File: src/hw/rtl/ple_pkg.sv
// ----------------------------------------------------------------------------
// ple_pkg: shared definitions for the positional list engine
// sizes, action and status codes, and the control bundle sent to the cells
// ----------------------------------------------------------------------------
package ple_pkg;

	localparam int CAPACITY   = 16;
	localparam int DATA_WIDTH = 32;

	// fixed field widths of the stream payloads
	localparam int ACT_W     = 3;
	localparam int VALUE_W   = 32;
	localparam int POS_W     = 5;
	localparam int STATUS_W  = 2;
	localparam int OUT_CNT_W = 5;
	localparam int REMOVED_W = 32;

	localparam int IN_W  = ACT_W + VALUE_W + POS_W;
	localparam int OUT_W = STATUS_W + OUT_CNT_W + REMOVED_W;
	localparam int IN_TDATA_W  = ((IN_W + 7) / 8) * 8;
	localparam int OUT_TDATA_W = ((OUT_W + 7) / 8) * 8;

	// internal widths
	localparam int IDX_W = (CAPACITY > 1) ? $clog2(CAPACITY) : 1;
	localparam int CNT_W = $clog2(CAPACITY + 1);
	localparam int CMP_W = (CNT_W > POS_W) ? CNT_W : POS_W;

	localparam logic [ACT_W-1:0] ACT_PUSH_BACK  = 3'd0;
	localparam logic [ACT_W-1:0] ACT_POP_BACK   = 3'd1;
	localparam logic [ACT_W-1:0] ACT_PUSH_FRONT = 3'd2;
	localparam logic [ACT_W-1:0] ACT_POP_FRONT  = 3'd3;
	localparam logic [ACT_W-1:0] ACT_INSERT     = 3'd4;
	localparam logic [ACT_W-1:0] ACT_DELETE     = 3'd5;

	typedef enum logic [STATUS_W-1:0] {
		ST_OK    = 2'd0,
		ST_FULL  = 2'd1,
		ST_EMPTY = 2'd2,
		ST_RANGE = 2'd3
	} ple_status_t;

	// broadcast to every cell in the chain
	typedef struct packed {
		logic                  open_gap;
		logic                  close_gap;
		logic [IDX_W-1:0]      at;
		logic [DATA_WIDTH-1:0] fill;
	} ple_ctrl_t;

endpackage

File: src/hw/rtl/ple_cell.sv
// ----------------------------------------------------------------------------
// ple_cell: one storage cell of the list chain
// holds one entry; takes the new value, its left or right neighbor, or holds
// ----------------------------------------------------------------------------
module ple_cell
	import ple_pkg::*;
(
	input  logic                  clk,
	input  logic [IDX_W-1:0]      idx,
	input  ple_ctrl_t             ctrl,
	input  logic [DATA_WIDTH-1:0] left_data,
	input  logic [DATA_WIDTH-1:0] right_data,
	output logic [DATA_WIDTH-1:0] data,
	output logic [DATA_WIDTH-1:0] tap
);

	logic [DATA_WIDTH-1:0] data_q;

	always_ff @(posedge clk) begin
		if (ctrl.open_gap) begin
			if (idx == ctrl.at) begin
				data_q <= ctrl.fill;
			end else if (idx > ctrl.at) begin
				data_q <= left_data;
			end
		end else if (ctrl.close_gap && (idx >= ctrl.at)) begin
			data_q <= right_data;
		end
	end

	assign data = data_q;
	// only the addressed cell drives its entry onto the removal bus
	assign tap  = (idx == ctrl.at) ? data_q : '0;

endmodule

File: src/hw/rtl/positional_list_engine_unit.sv
// ----------------------------------------------------------------------------
// positional_list_engine_unit: ordered list with positional insert and delete
// stream in one action per transfer, stream out one status/count/value result
// ----------------------------------------------------------------------------
// The list lives in a chain of CAPACITY cells; every cell takes its new value
// from itself, its left neighbor, its right neighbor or the pushed value in the
// same clock, so any push, pop, insert or delete updates all cells at once. The
// block accepts one action per cycle while no result is stalled, and its result
// appears on the master side in the cycle after the input transfer, held in a
// single output register. The slave side stays ready while that register is
// empty or being drained in the same cycle, so a downstream stall backs up the
// input only once a result is waiting. Refused actions (full, empty, bad position)
// leave the list as it is. Actions 6 and 7 return ok with the count unchanged.
// Entries need no clearing after reset: only entries below the count are ever read.
// ----------------------------------------------------------------------------
module positional_list_engine_unit
	import ple_pkg::*;
(
	input  logic                   clk,
	input  logic                   arst_n,
	// slave side
	input  logic                   s_tvalid,
	output logic                   s_tready,
	input  logic [IN_TDATA_W-1:0]  s_tdata,  // action[2:0], value[34:3], position[39:35]
	// master side
	output logic                   m_tvalid,
	input  logic                   m_tready,
	output logic [OUT_TDATA_W-1:0] m_tdata   // status[1:0], count[6:2], removed_value[38:7], 0
);

	// input field unpacking
	logic [ACT_W-1:0]   action;
	logic [VALUE_W-1:0] value;
	logic [POS_W-1:0]   position;

	assign action   = s_tdata[ACT_W-1:0];
	assign value    = s_tdata[ACT_W+VALUE_W-1:ACT_W];
	assign position = s_tdata[IN_W-1:ACT_W+VALUE_W];

	// element count and output register
	logic [CNT_W-1:0]     cnt_q;
	logic                 out_valid_q;
	ple_status_t          out_status_q;
	logic [OUT_CNT_W-1:0] out_count_q;
	logic [REMOVED_W-1:0] out_removed_q;

	logic s_transfer;

	assign s_tready   = !out_valid_q || m_tready;
	assign s_transfer = s_tvalid && s_tready;

	// action decode
	logic             full;
	logic             empty;
	logic [CMP_W-1:0] pos_x;
	logic [CMP_W-1:0] cnt_x;
	logic [CMP_W-1:0] at_x;
	logic             do_ins;
	logic             do_del;
	ple_status_t      status;

	assign full  = (cnt_q == CNT_W'(CAPACITY));
	assign empty = (cnt_q == '0);
	assign pos_x = CMP_W'(position);
	assign cnt_x = CMP_W'(cnt_q);

	always_comb begin
		at_x   = '0;
		do_ins = 1'b0;
		do_del = 1'b0;
		status = ST_OK;
		unique case (action)
			ACT_PUSH_BACK, ACT_PUSH_FRONT, ACT_INSERT: begin
				if (action == ACT_PUSH_BACK) begin
					at_x = cnt_x;
				end else if (action == ACT_INSERT) begin
					at_x = pos_x;
				end
				// fullness wins over a bad position
				if (full) begin
					status = ST_FULL;
				end else if (at_x > cnt_x) begin
					status = ST_RANGE;
				end else begin
					do_ins = 1'b1;
				end
			end
			ACT_POP_BACK, ACT_POP_FRONT, ACT_DELETE: begin
				if (action == ACT_POP_BACK) begin
					at_x = cnt_x - CMP_W'(1);
				end else if (action == ACT_DELETE) begin
					at_x = pos_x;
				end
				// emptiness wins over a bad position
				if (empty) begin
					status = ST_EMPTY;
				end else if (at_x >= cnt_x) begin
					status = ST_RANGE;
				end else begin
					do_del = 1'b1;
				end
			end
			default: begin
				// unknown action: no change, ok status
			end
		endcase
	end

	// control broadcast to the chain, only on a real transfer
	ple_ctrl_t ctrl;

	always_comb begin
		ctrl.open_gap  = s_transfer && do_ins;
		ctrl.close_gap = s_transfer && do_del;
		ctrl.at        = at_x[IDX_W-1:0];
		ctrl.fill      = DATA_WIDTH'($unsigned(value));
	end

	// cell chain
	logic [DATA_WIDTH-1:0] cell_data [CAPACITY];
	logic [DATA_WIDTH-1:0] cell_tap  [CAPACITY];

	for (genvar i = 0; i < CAPACITY; i++) begin : g_cell
		logic [DATA_WIDTH-1:0] left_in;
		logic [DATA_WIDTH-1:0] right_in;

		if (i == 0) begin : g_first
			assign left_in = '0;
		end else begin : g_mid_l
			assign left_in = cell_data[i-1];
		end

		if (i == CAPACITY - 1) begin : g_last
			assign right_in = cell_data[i];
		end else begin : g_mid_r
			assign right_in = cell_data[i+1];
		end

		ple_cell u_cell (
			.clk        (clk),
			.idx        (IDX_W'(i)),
			.ctrl       (ctrl),
			.left_data  (left_in),
			.right_data (right_in),
			.data       (cell_data[i]),
			.tap        (cell_tap[i])
		);
	end

	// removal bus: wired-or of the taps, only one cell is addressed
	logic [DATA_WIDTH-1:0] rem_or;

	always_comb begin
		rem_or = '0;
		for (int k = 0; k < CAPACITY; k++) begin
			rem_or = rem_or | cell_tap[k];
		end
	end

	// next count
	logic [CNT_W-1:0] cnt_next;

	always_comb begin
		cnt_next = cnt_q;
		if (do_ins) begin
			cnt_next = cnt_q + CNT_W'(1);
		end else if (do_del) begin
			cnt_next = cnt_q - CNT_W'(1);
		end
	end

	always_ff @(posedge clk or negedge arst_n) begin
		if (!arst_n) begin
			cnt_q       <= '0;
			out_valid_q <= 1'b0;
		end else begin
			if (s_transfer) begin
				cnt_q       <= cnt_next;
				out_valid_q <= 1'b1;
			end else if (m_tready) begin
				out_valid_q <= 1'b0;
			end
		end
	end

	// result payload
	always_ff @(posedge clk) begin
		if (s_transfer) begin
			out_status_q  <= status;
			out_count_q   <= cnt_next[OUT_CNT_W-1:0];
			out_removed_q <= do_del ? REMOVED_W'(rem_or) : '0;
		end
	end

	assign m_tvalid = out_valid_q;
	assign m_tdata  = {{(OUT_TDATA_W-OUT_W){1'b0}}, out_removed_q, out_count_q, out_status_q};

endmodule

File: config.mk
export PLATFORM = sky130hd
export DESIGN_NAME = positional_list_engine_unit
export DESIGN_NICKNAME = d
export VERILOG_FILES = /design/src/hw/rtl/ple_pkg.sv /design/src/hw/rtl/ple_cell.sv /design/src/hw/rtl/positional_list_engine_unit.sv
export SDC_FILE = /design/constraint.sdc
export NUM_CORES = 1
export LEC_CHECK = 0
export ABC_AREA = 1
export BUFFER_PORTS_ARGS = -buffer_cell sky130_fd_sc_hd__buf_2
export CAP_MARGIN = 20
export CELL_PAD_IN_SITES_DETAIL_PLACEMENT = 1
export CELL_PAD_IN_SITES_GLOBAL_PLACEMENT = 1
export CORE_ASPECT_RATIO = 1.25
export CORE_MARGIN = 2
export CORE_UTILIZATION = 29
export DETAILED_ROUTE_END_ITERATION = 12
export PLACE_DENSITY_LB_ADDON = 0.1
export SETUP_SLACK_MARGIN = 0.02
export SLEW_MARGIN = 0
export SYNTH_ARGS = -nofsm -noshare
export SYNTH_HDL_FRONTEND = slang
export SYNTH_SLANG_ARGS = --single-unit
File: constraint.sdc
create_clock -name clk -period 16.55 [get_ports clk]
set_input_delay 2.4825 -clock clk [delete_from_list [all_inputs] [get_ports clk]]
set_output_delay 2.4825 -clock clk [all_outputs]
set_load 0.03 [all_outputs]
After elaboration in Yosys (flattened, before gate mapping)
Cells that the tools add are included.
{"block": "classes", "add_sub_neg": 2, "n_mul": 0, "div_mod_pow": 0, "order_cmp": 33, "n_eq_ne": 36, "shift": 0, "muxes": 100, "bitwise": 15, "reduce_logical": 58}
{"op": "$mux 32", "count": 78}
{"op": "$or 32x32->32", "count": 15}
{"op": "$ne 3x1->1 const B", "count": 15}
{"op": "$mux 5", "count": 8}
{"op": "$reduce_bool 2->1", "count": 17}
{"op": "$eq 4x4->1 const A", "count": 8}
{"op": "$gt 4x4->1 const A", "count": 8}
{"op": "$reduce_and 2->1", "count": 16}
{"op": "$ge 4x4->1 const A", "count": 7}
{"op": "$logic_and 1x1->1", "count": 18}
{"op": "$eq 3x4->1 const A", "count": 4}
{"op": "$ge 3x4->1 const A", "count": 4}
{"op": "$gt 3x4->1 const A", "count": 4}
{"op": "$eq 2x4->1 const A", "count": 2}
{"op": "$ge 1x4->1 const A", "count": 2}
{"op": "$ge 2x4->1 const A", "count": 2}
{"op": "$gt 1x4->1 const A", "count": 2}
{"op": "$gt 2x4->1 const A", "count": 2}
{"op": "$mux 1", "count": 8}
{"op": "$mux 2", "count": 4}
{"op": "$pmux 4 s2", "count": 1}
{"op": "$eq 3x2->1 const B", "count": 2}
{"op": "$eq 3x3->1 const B", "count": 2}
{"op": "$reduce_or 3->1", "count": 2}
{"op": "13 further kinds", "count": 13}
{"block": "totals", "ff_bits": 557, "latchBits": 0, "ramBits": 0, "rom_bits": 0, "in_bits": 44, "out_inout_bits": 42, "wordCells": 265, "mem_count": 0}

Depth between registers and ports, before layout
Gate-level depths: netlist of the first run.
{"block": "logic_depth", "depth_word": 22, "depth_mapped": 18, "depth_no_buf": 18}

Cells and area by module
A second synthesis of the first run with hierarchy kept.
{"block": "unflattened", "hier_cells": 6162, "hier_area_um2": 42281.8}
{"mod": "ple_cell at g_cell[13].u_cell ...", "n_inst": 12, "cells_each": 362, "area_each_um2": 2424.8, "seq_area_each_um2": 960.9}
{"mod": "ple_cell at g_cell[0].u_cell ...", "n_inst": 4, "cells_each": 362, "area_each_um2": 2412.3, "seq_area_each_um2": 960.9}
{"mod": "positional_list_engine_unit", "n_inst": 1, "cells_each": 370, "area_each_um2": 3534.6, "seq_area_each_um2": 1321.3}

Worst setup path before layout of the first run
No wires, ideal clock.
{"block": "synth_path", "path_type": "input to register", "startpoint": "input port s_tdata[2]", "endpoint": "register g_cell[1].u_cell.data_q[0] (enable)", "setup_time_ns": 0.502, "t_arrival_ns": 7.400, "required_time_ns": 16.048, "setup_slack_ns": 8.647, "stages": 13, "path_buffers": 1, "cell_sequence": "buf_2 nor2_2 a32o_1 ha_1 a21oi_1 o21ai_0 nor2_1 nand2_1 nor2_1 inv_2 nand2_1 nand2_1 nor4_1"}
{"block": "synth_between", "elab_chain_cells": 12, "elab_cells_between_ends": 32, "cone_classes": "4 x order compare; 7 x eq/ne; 13 x mux; 8 x reduce/logical"}
{"item": "start: declaration", "line_no": "positional_list_engine_unit.sv:24", "source": "input logic [IN_TDATA_W-1:0] s_tdata,"}
{"item": "$eq 3x3->1", "line_no": "positional_list_engine_unit.sv:72, positional_list_engine_unit.sv:91"}
{"item": "$mux 5", "line_no": "positional_list_engine_unit.sv:91", "source": "end else if (action == ACT_DELETE) begin"}
{"item": "$mux 5", "line_no": "positional_list_engine_unit.sv:89", "source": "if (action == ACT_POP_BACK) begin"}
{"item": "$mux 5", "line_no": "positional_list_engine_unit.sv:72", "source": "unique case (action)"}
{"item": "$ge 5x5->1", "line_no": "positional_list_engine_unit.sv:97", "source": "end else if (at_x >= cnt_x) begin"}
{"item": "$mux 1", "line_no": "positional_list_engine_unit.sv:97"}
{"item": "$mux 1", "line_no": "positional_list_engine_unit.sv:95", "source": "if (empty) begin"}
{"item": "$mux 1", "line_no": "positional_list_engine_unit.sv:72"}
{"item": "$logic_and 1x1->1", "line_no": "positional_list_engine_unit.sv:114", "source": "ctrl.close_gap = s_transfer && do_del;"}
{"item": "$logic_and 1x1->1", "line_no": "ple_cell.sv:26", "source": "end else if (ctrl.close_gap && (idx >= ctrl.at)) begin"}
{"item": "$reduce_bool 2->1 (no source line)"}
{"item": "$reduce_and 2->1 (no source line) *"}
{"item": "end signal: assignment", "line_no": "ple_cell.sv:22", "source": "data_q <= ctrl.fill;"}
{"item": "end signal: assignment", "line_no": "ple_cell.sv:24", "source": "data_q <= left_data;"}
{"item": "end signal: assignment", "line_no": "ple_cell.sv:27", "source": "data_q <= right_data;"}
{"item": "end: declaration", "line_no": "ple_cell.sv:17", "source": "logic [DATA_WIDTH-1:0] data_q;"}
Every way passes the cells marked *; elsewhere a longest branch is shown, timed or not. The select of a mux whose other input is x is not followed.
A chain may end at the register's enable or synchronous reset.

Worst setup path in the final report of the first run
{"block": "layout_path", "startpoint": "input port s_tdata[2]", "endpoint": "register g_cell[7].u_cell.data_q[29] (data pin)"}
{"block": "layout_between", "elab_chain_cells": 10, "elab_cells_between_ends": 23, "cone_classes": "1 x order compare; 6 x eq/ne; 12 x mux; 4 x reduce/logical"}
{"item": "$eq 3x3->1", "line_no": "positional_list_engine_unit.sv:72, positional_list_engine_unit.sv:76"}
{"item": "$mux 5", "line_no": "positional_list_engine_unit.sv:76", "source": "end else if (action == ACT_INSERT) begin"}
{"item": "$mux 5", "line_no": "positional_list_engine_unit.sv:74", "source": "if (action == ACT_PUSH_BACK) begin"}
{"item": "$mux 5", "line_no": "positional_list_engine_unit.sv:72"}
{"item": "$gt 5x5->1", "line_no": "positional_list_engine_unit.sv:82", "source": "end else if (at_x > cnt_x) begin"}
{"item": "$mux 1", "line_no": "positional_list_engine_unit.sv:82"}
{"item": "$mux 1", "line_no": "positional_list_engine_unit.sv:80", "source": "if (full) begin"}
{"item": "$mux 1", "line_no": "positional_list_engine_unit.sv:72"}
{"item": "$logic_and 1x1->1", "line_no": "positional_list_engine_unit.sv:113", "source": "ctrl.open_gap = s_transfer && do_ins;"}
{"item": "$mux 32 *", "line_no": "ple_cell.sv:20", "source": "if (ctrl.open_gap) begin"}
{"item": "end signal: assignment", "line_no": "ple_cell.sv:22"}
{"item": "end signal: assignment", "line_no": "ple_cell.sv:24"}
{"item": "end signal: assignment", "line_no": "ple_cell.sv:27"}
{"item": "end: declaration", "line_no": "ple_cell.sv:17"}
Marks and branches as above.

==> results of run 1 <==
[how the worst max path moves through the flow]
stage / to / slack, ns / cells after the start
floorplan: g_cell[1].u_cell.data[0] / 8.65 / 13
global placement: g_cell[7].u_cell.data[13] / 8.93 / 19
detailed placement: g_cell[7].u_cell.data[26] / 8.95 / 19
CTS: g_cell[7].u_cell.data[29] / 9.63 / 19
global route: g_cell[7].u_cell.data[29] / 9.05 / 19
finish: g_cell[7].u_cell.data[29] / 9.55 / 19
[power breakdown]
group	internal, mW	leakage (nW)	switching [mW]	total, mW
Sequential	1.87	5.16	0.145	2.01
Combinational	0.294	8.39	1.02	1.32
Clock	0.891	1.08	0.674	1.56
[cells in the mapped netlist, types with 7 or more instances]
cell / instances
sky130_fd_sc_hd__nand3_1: 267
sky130_fd_sc_hd__clkbuf_1: 181
sky130_fd_sc_hd__nand4_1: 57
sky130_fd_sc_hd__inv_1: 177
sky130_fd_sc_hd__edfxtp_1: 551
sky130_fd_sc_hd__ha_1: 12
sky130_fd_sc_hd__o211ai_1: 65
sky130_fd_sc_hd__nand2_2: 11
sky130_fd_sc_hd__o21ai_1: 234
sky130_fd_sc_hd__buf_1: 7
sky130_fd_sc_hd__buf_2: 115
sky130_fd_sc_hd__nand2_1: 1003
sky130_fd_sc_hd__o21ai_0: 520
sky130_fd_sc_hd__a21oi_1: 50
sky130_fd_sc_hd__nor2_1: 626
sky130_fd_sc_hd__nor2_4: 13
sky130_fd_sc_hd__o22ai_1: 97
sky130_fd_sc_hd__buf_4: 16
sky130_fd_sc_hd__inv_2: 14
[registers in the layout (all words and copies together) (netlist names)]
| register | count |
|---|---|
| out_count_q | 5 |
| m_tvalid | 1 |
| cnt_q | 5 |
| out_removed_q | 32 |
| out_status_q | 2 |
| g_cell.u_cell.data | 512 |
[cells by family after synthesis]
kind of cell	count (synthesis)
and+or+nand+nor	1991
AOI/OAI and AO/OA	972
DFF	557
buffers and inverters	515
adders and majority gates	12
xor gates and xnor gates	3
other	1
[metrics by stage]
stage          setup WS [ns]  area [um^2]  utilization [%]  power [mW]
2_1_floorplan           8.65        32300                -        2.74
3_3_place_gp            8.93        33900             30.8        3.35
3_5_place_dp            8.95        33900             30.8        3.35
4_1_cts                 9.63        36100             32.8        4.92
5_1_grt                 9.05        36100             32.8        5.10
6_report                9.55        36100             32.8        4.90
[cells in the final DEF, fill, tap and decap left out, types with 57 or more instances in the layout]
cell type and count:
sky130_fd_sc_hd__nor2_1 617, sky130_fd_sc_hd__inv_1 173, sky130_fd_sc_hd__buf_2 84, sky130_fd_sc_hd__nand2_1 998, sky130_fd_sc_hd__edfxtp_1 551, sky130_fd_sc_hd__o211ai_1 65, sky130_fd_sc_hd__o21ai_1 234, sky130_fd_sc_hd__o21ai_0 520
sky130_fd_sc_hd__buf_4 73, sky130_fd_sc_hd__o22ai_1 97, sky130_fd_sc_hd__nand4_1 57, sky130_fd_sc_hd__nand3_1 266, sky130_fd_sc_hd__clkbuf_16 73
[area by class of cell]
cell class	instances	share of cell area, %
flip-flops and latches	557	46.2
diodes	1	0.00692
clock inverters	43	0.955
inverters	192	2.02
well taps	1449	5.02
clock buffers	80	5.13
multi-input cells	2979	37.9
repair buffers	159	2.79
[metal layers]
metal	share of wire, %	GRT usage (%)	wire length, um	vias up
met2	48	46.2	76000	909
met1	44	36.8	69400	15531
li1	-	-	-	13659
met4	3.0	8.99	4790	6
met5	0.021	0	34	-
met3	5.2	3.26	8180	237
[worst max-delay path: stages]
cell	delay, ns
sky130_fd_sc_hd__buf_2	0.22
sky130_fd_sc_hd__inv_2	0.18
sky130_fd_sc_hd__o21ai_0	0.19
sky130_fd_sc_hd__inv_1	0.06
sky130_fd_sc_hd__nand2_1	0.12
sky130_fd_sc_hd__inv_1	0.06
sky130_fd_sc_hd__ha_1	0.27
sky130_fd_sc_hd__nand2_1	0.06
sky130_fd_sc_hd__inv_1	0.07
sky130_fd_sc_hd__nand2_1	0.05
sky130_fd_sc_hd__o221ai_1	0.13
sky130_fd_sc_hd__nand2_1	0.11
sky130_fd_sc_hd__nand2_1	0.22
sky130_fd_sc_hd__nor2_4	0.04
sky130_fd_sc_hd__buf_4	0.36
sky130_fd_sc_hd__inv_8	0.69
sky130_fd_sc_hd__buf_4	0.74
sky130_fd_sc_hd__buf_4	0.83
sky130_fd_sc_hd__o21ai_0	0.21
==> impl_metrics.tcl, run 1 <==
set metrics [dict create \
    synth_area_mm2 0.0323 \
    placedCellCount 5336 \
    drt.antenna.violating_nets 0 \
    synth-seq-cells 557 \
    flow.area_growth_from_synthesis_pct 11.8 \
    number_of_antenna_violations_at_the_first_check_in_global_routing 7 \
    postCtsSetupRepairBufs 0 \
    holdPathEnd "m_tvalid" \
    htreeDepth 3 \
    starting_density_of_the_core_pct 29.3 \
    routedWlPerCell_um 29.0 \
    yosys.area.top_type "sky130_fd_sc_hd__edfxtp_1" \
    synth_async_sr_flop_share_pct 1.08 \
    outcome "completed" \
    finish.cell_count_without_fillers 5460 \
    synth-edff-count 551 \
    r2r-start "cnt_q[0]" \
    final-max-slew-violation-count 0 \
    synthAdderAreaFrac_pct 0.464 \
    clk-insertion-delay-late_ns 0.66 \
    grt_first_pass_wirelength_mm 228 \
    hold_violations 0 \
    synth_cells 4051 \
    min_path_cells 2 \
    timing_worst_slew_pin_value_ns 1.13 \
    synthDistinctLibCells 36 \
    layout.nets 4014 \
    critical_path.endpoint_type "flip-flop" \
    max-cap-violations 0 \
    drive_gt1_share_pct 8.18 \
    vdd_ir_drop_max_mv 0.0851 \
    synth_top_family_by_area "simple AND/OR/NAND/NOR gates" \
    yosysWarnings 0 \
    period_minus_slack_ns 7.00 \
    post-dp-hpwl_mm 86.8 \
    routed_via_density 5.56 \
    period_share_pct 42.3 \
    timing.reg2reg.worst_path_depth 17 \
    number_of_global_route_vias_before_repair 30967 \
    track_usage_pct 27.6 \
    synth.area.mux_share_pct 0 \
    power-per-cell-area_mw_per_mm2 135 \
    die_width_um 303 \
    terminus_of_the_critical_flop_to_flop_path "g_cell[6].u_cell.data[12]" \
    pin_count 86 \
    leakage_power_nw 14.6 \
    congestion_overflow_gr 0 \
    multi_input_area_mm2 0.0137 \
    critical_path_type "in2reg" \
    detailedRoute.firstIterationViolations 2664 \
    port_buffers 84 \
    largest_fanout_on_the_critical_path 125 \
    rsz0062_at_grt "false" \
    seqCellArea_mm2 0.0167 \
    worst_setup_hold_path_clk_slew_ns 0.06 \
    numClockSinks 557 \
    core_area_mm2 0.110 \
    finalSetupViolCount 0 \
    timing.critical_path.arrival_ns 7.36 \
    postSynthNetCount 4107 \
    worst_clock_skew_on_the_final_layout_ns 0.0179 \
    remaining_drc_errors 0 \
    gp_congestion 0.778 \
    tritoncts.num_buffers 69 \
    regToRegSetupSlack_ns 10.97 \
    hold_class "reg2reg" \
    routed_wl_mm 158 \
    worst_ep_required_time_ns 16.91 \
    synth.area.top_cells "sky130_fd_sc_hd__edfxtp_1 (51%), sky130_fd_sc_hd__nand2_1 (12%), sky130_fd_sc_hd__o21ai_0 (8.0%)" \
    die_h_um 377 \
    grt_max_degree 214 \
    synth_compound_gate_area_share_pct 16.0 \
    floorplan.rows 136 \
    post_synth_xor_area_fraction_pct 0.0813 \
    clock_tree_from_tritoncts "yes" \
    drtPass1Iterations 5 \
    cts_repair_resized_insts 0 \
    max-clock-path-buffers 3 \
    setup.worst_path.start_class "input pin" \
    cp-startpoint "s_tdata[2]" \
    simple_gate_portion_of_the_synthesized_area_pct 25.1 \
    syn_area_per_cell_um2 7.98 \
    synth.yosys.seq_area_share_pct 51.6 \
    cts_hold_buf 0 \
    yosys.area.top_type_share_pct 51.2 \
    vias 30342 \
    tns_ns 0 \
    dominantRegCellSynth "sky130_fd_sc_hd__edfxtp_1" \
    whs_ns 0.521 \
    die_area_mm2 0.114 \
    hold_start "m_tvalid" \
    fillerInstances 13161 \
    timing.fmax_ghz 0.143 \
    cts_root_buffer "sky130_fd_sc_hd__clkbuf_16" \
    worst_slew_margin_rel_pct 24.4 \
]
Note: power is estimated with default switching activity, not from simulation.
==> inputs of run 2 (changes only) <==
==> constraint.sdc (replaced) <==
create_clock -name clk -period 6.8 [get_ports clk]
set_input_delay 1.02 -clock clk [delete_from_list [all_inputs] [get_ports clk]]
set_output_delay 1.02 -clock clk [all_outputs]
set_load 0.03 [all_outputs]
==> impl_metrics.tcl, run 2 (synthesized netlist as in run 1, its figures left out) <==
set metrics [dict create \
    flow.area_growth_from_synthesis_pct 12.5 \
    starting_density_of_the_core_pct 29.3 \
    routedWlPerCell_um 29.0 \
    grt_max_degree 188 \
    cpMaxStageDelayCell "sky130_fd_sc_hd__a21oi_4" \
    track_usage_pct 27.5 \
    max-cap-violations 0 \
    worst_ep_required_time_ns 7.14 \
    pin_count 86 \
    timing.critical_path.mode_cell "sky130_fd_sc_hd__nand2_1" \
    die_area_mm2 0.114 \
    period_minus_slack_ns 5.01 \
    most-common-layout-cells "sky130_fd_sc_hd__nand2_1 (998), sky130_fd_sc_hd__nor2_1 (617), sky130_fd_sc_hd__edfxtp_1 (551)" \
    cts_root_buffer "sky130_fd_sc_hd__clkbuf_16" \
    fillerInstances 13073 \
    crit_buf_inv 3 \
    die_h_um 377 \
    timing.critical_path.arrival_ns 5.35 \
    drive_gt1_share_pct 8.35 \
    vdd_ir_drop_max_mv 0.201 \
    gp_congestion 0.802 \
    detailedRoute.firstIterationViolations 2586 \
    hold_class "in2async" \
    worst_clock_skew_on_the_final_layout_ns 0.0257 \
    timing_worst_slew_pin_value_ns 1.12 \
    layout.nets 4030 \
    r2r-start "cnt_q[0]" \
    setup.worst_path.start_class "flip-flop" \
    tritoncts.num_buffers 71 \
    numClockSinks 557 \
    critical_path_type "reg2reg" \
    congestion_overflow_gr 0 \
    finalSetupViolCount 0 \
    timing.fmax_ghz 0.200 \
    floorplan.rows 136 \
    core_area_mm2 0.110 \
    post-dp-hpwl_mm 91.4 \
    hold_violations 0 \
    max-clock-path-buffers 3 \
    finish.cell_count_without_fillers 5476 \
    cts_hold_buf 0 \
    grt_first_pass_wirelength_mm 228 \
    worst_setup_hold_path_clk_slew_ns 0.06 \
    number_of_global_route_vias_before_repair 30965 \
    power-per-cell-area_mw_per_mm2 328 \
    critical_path.endpoint_type "flip-flop" \
    largest_fanout_on_the_critical_path 16 \
    worst_slew_margin_rel_pct 25.3 \
    final_common_cell "sky130_fd_sc_hd__nand2_1" \
    drtPass1Iterations 5 \
    final-max-slew-violation-count 0 \
    clk-insertion-delay-late_ns 0.67 \
    cts_repair_resized_insts 0 \
    placedCellCount 5349 \
    biggest_cell_delay_along_the_critical_path_ns 0.91 \
    clock_tree_from_tritoncts "yes" \
    rsz0062_at_grt "false" \
    htreeDepth 3 \
    final_util_pct 33.0 \
    period_share_pct 73.7 \
    largest_register_ffs 512 \
    drt.antenna.violating_nets 0 \
    remaining_drc_errors 0 \
    cpLargestDelayFamily "simple AND/OR/NAND/NOR gates" \
    leakage_power_nw 14.7 \
    routed_wl_mm 159 \
    tns_ns 0 \
    postCtsSetupRepairBufs 0 \
    vias 30605 \
    number_of_antenna_violations_at_the_first_check_in_global_routing 8 \
    routed_via_density 5.59 \
    outcome "completed" \
    cp-startpoint "cnt_q[0]" \
    port_buffers 84 \
    critical_path.cell_chain "inv_1, ha_1, nand2_1, nor2_1, nand2_1, a32o_1, ha_1, a21oi_1, o21ai_0, nor2_1, nand2_1, nor2_1, inv_2, nand2_1, nand2_1, a21oi_4, buf_4" \
    die_width_um 303 \
]
run 2: changes by cell type in the layout (fill, tap and decap cells not counted), sizes merged:
cell,delta
bufinv,-2
clkinv,-4
buf,+14
clkbuf,+6
inv,+2
run 2: final cells by class:
type                            count  area (um^2)  share of cell area (%)
Antenna cell                        1         2.50                 0.00688
Multi-Input combinational cell   2979        13700                    37.7
Tap cell                         1449         1810                    4.99
Clock buffer                       86         1850                    5.10
Inverter                          192          731                    2.01
Timing Repair Buffer              173         1240                    3.41
Clock inverter                     39          334                   0.919
Sequential cell                   557        16700                    45.9
run 2: worst paths after layout:
path,depth (start not counted),end,slack [ns]
setup / recovery,17,g_cell[13].u_cell.data[16],1.79
hold / removal,1,cnt_q[0],0.18
setup reg to reg,17,g_cell[13].u_cell.data[16],1.79
hold reg to reg,2,m_tvalid,0.52
max in group asynchronous,1,cnt_q[2],6.46
min in group clk,2,m_tvalid,0.52
run 2: report_power, final:
part | total [mW] | internal, mW | leakage, nW | switching (mW)
registers | 4.93 | 4.55 | 5.16 | 0.373
clock network | 3.79 | 2.10 | 1.06 | 1.69
logic | 3.20 | 0.744 | 8.50 | 2.45
total | 11.9 | 7.39 | 14.7 | 4.52
run 2: worst reg2reg max path, cell delays in order, from the launching register on:
cell and delay, ns:
sky130_fd_sc_hd__dfrtp_1 0.52, sky130_fd_sc_hd__inv_1 0.27, sky130_fd_sc_hd__ha_1 0.24, sky130_fd_sc_hd__nand2_1 0.08, sky130_fd_sc_hd__nor2_1 0.17, sky130_fd_sc_hd__nand2_1 0.13, sky130_fd_sc_hd__a32o_1 0.27, sky130_fd_sc_hd__ha_1 0.31
sky130_fd_sc_hd__a21oi_1 0.14, sky130_fd_sc_hd__o21ai_0 0.09, sky130_fd_sc_hd__nor2_1 0.09, sky130_fd_sc_hd__nand2_1 0.11, sky130_fd_sc_hd__nor2_1 0.33, sky130_fd_sc_hd__inv_2 0.06, sky130_fd_sc_hd__nand2_1 0.13, sky130_fd_sc_hd__nand2_1 0.43
sky130_fd_sc_hd__a21oi_4 0.92, sky130_fd_sc_hd__buf_4 0.39
run 2: per-layer routing:
metal | routed length (um) | part of all wire [%] | GRT usage [%] | up-vias
met2 | 76900 | 48 | 46.6 | 995
met3 | 7960 | 5.0 | 2.50 | 223
met1 | 69300 | 44 | 37.1 | 15695
met5 | 25 | 0.016 | 0 | -
met4 | 4540 | 2.9 | 8.33 | 4
li1 | - | - | - | 13688
run 2: stage by stage:
step / area (um^2) / setup slack (ns) / hold slack, ns / total power [mW]
after floorplan: 32300 / 0.360 / 0.507 / 6.66
after global placement: 34100 / 1.65 / 0.512 / 8.14
after detailed placement: 34200 / 1.55 / 0.517 / 8.17
after CTS: 36300 / 1.69 / 0.147 / 12.0
after global routing: 36400 / 1.41 / 0.177 / 12.4
final: 36400 / 1.79 / 0.180 / 11.9
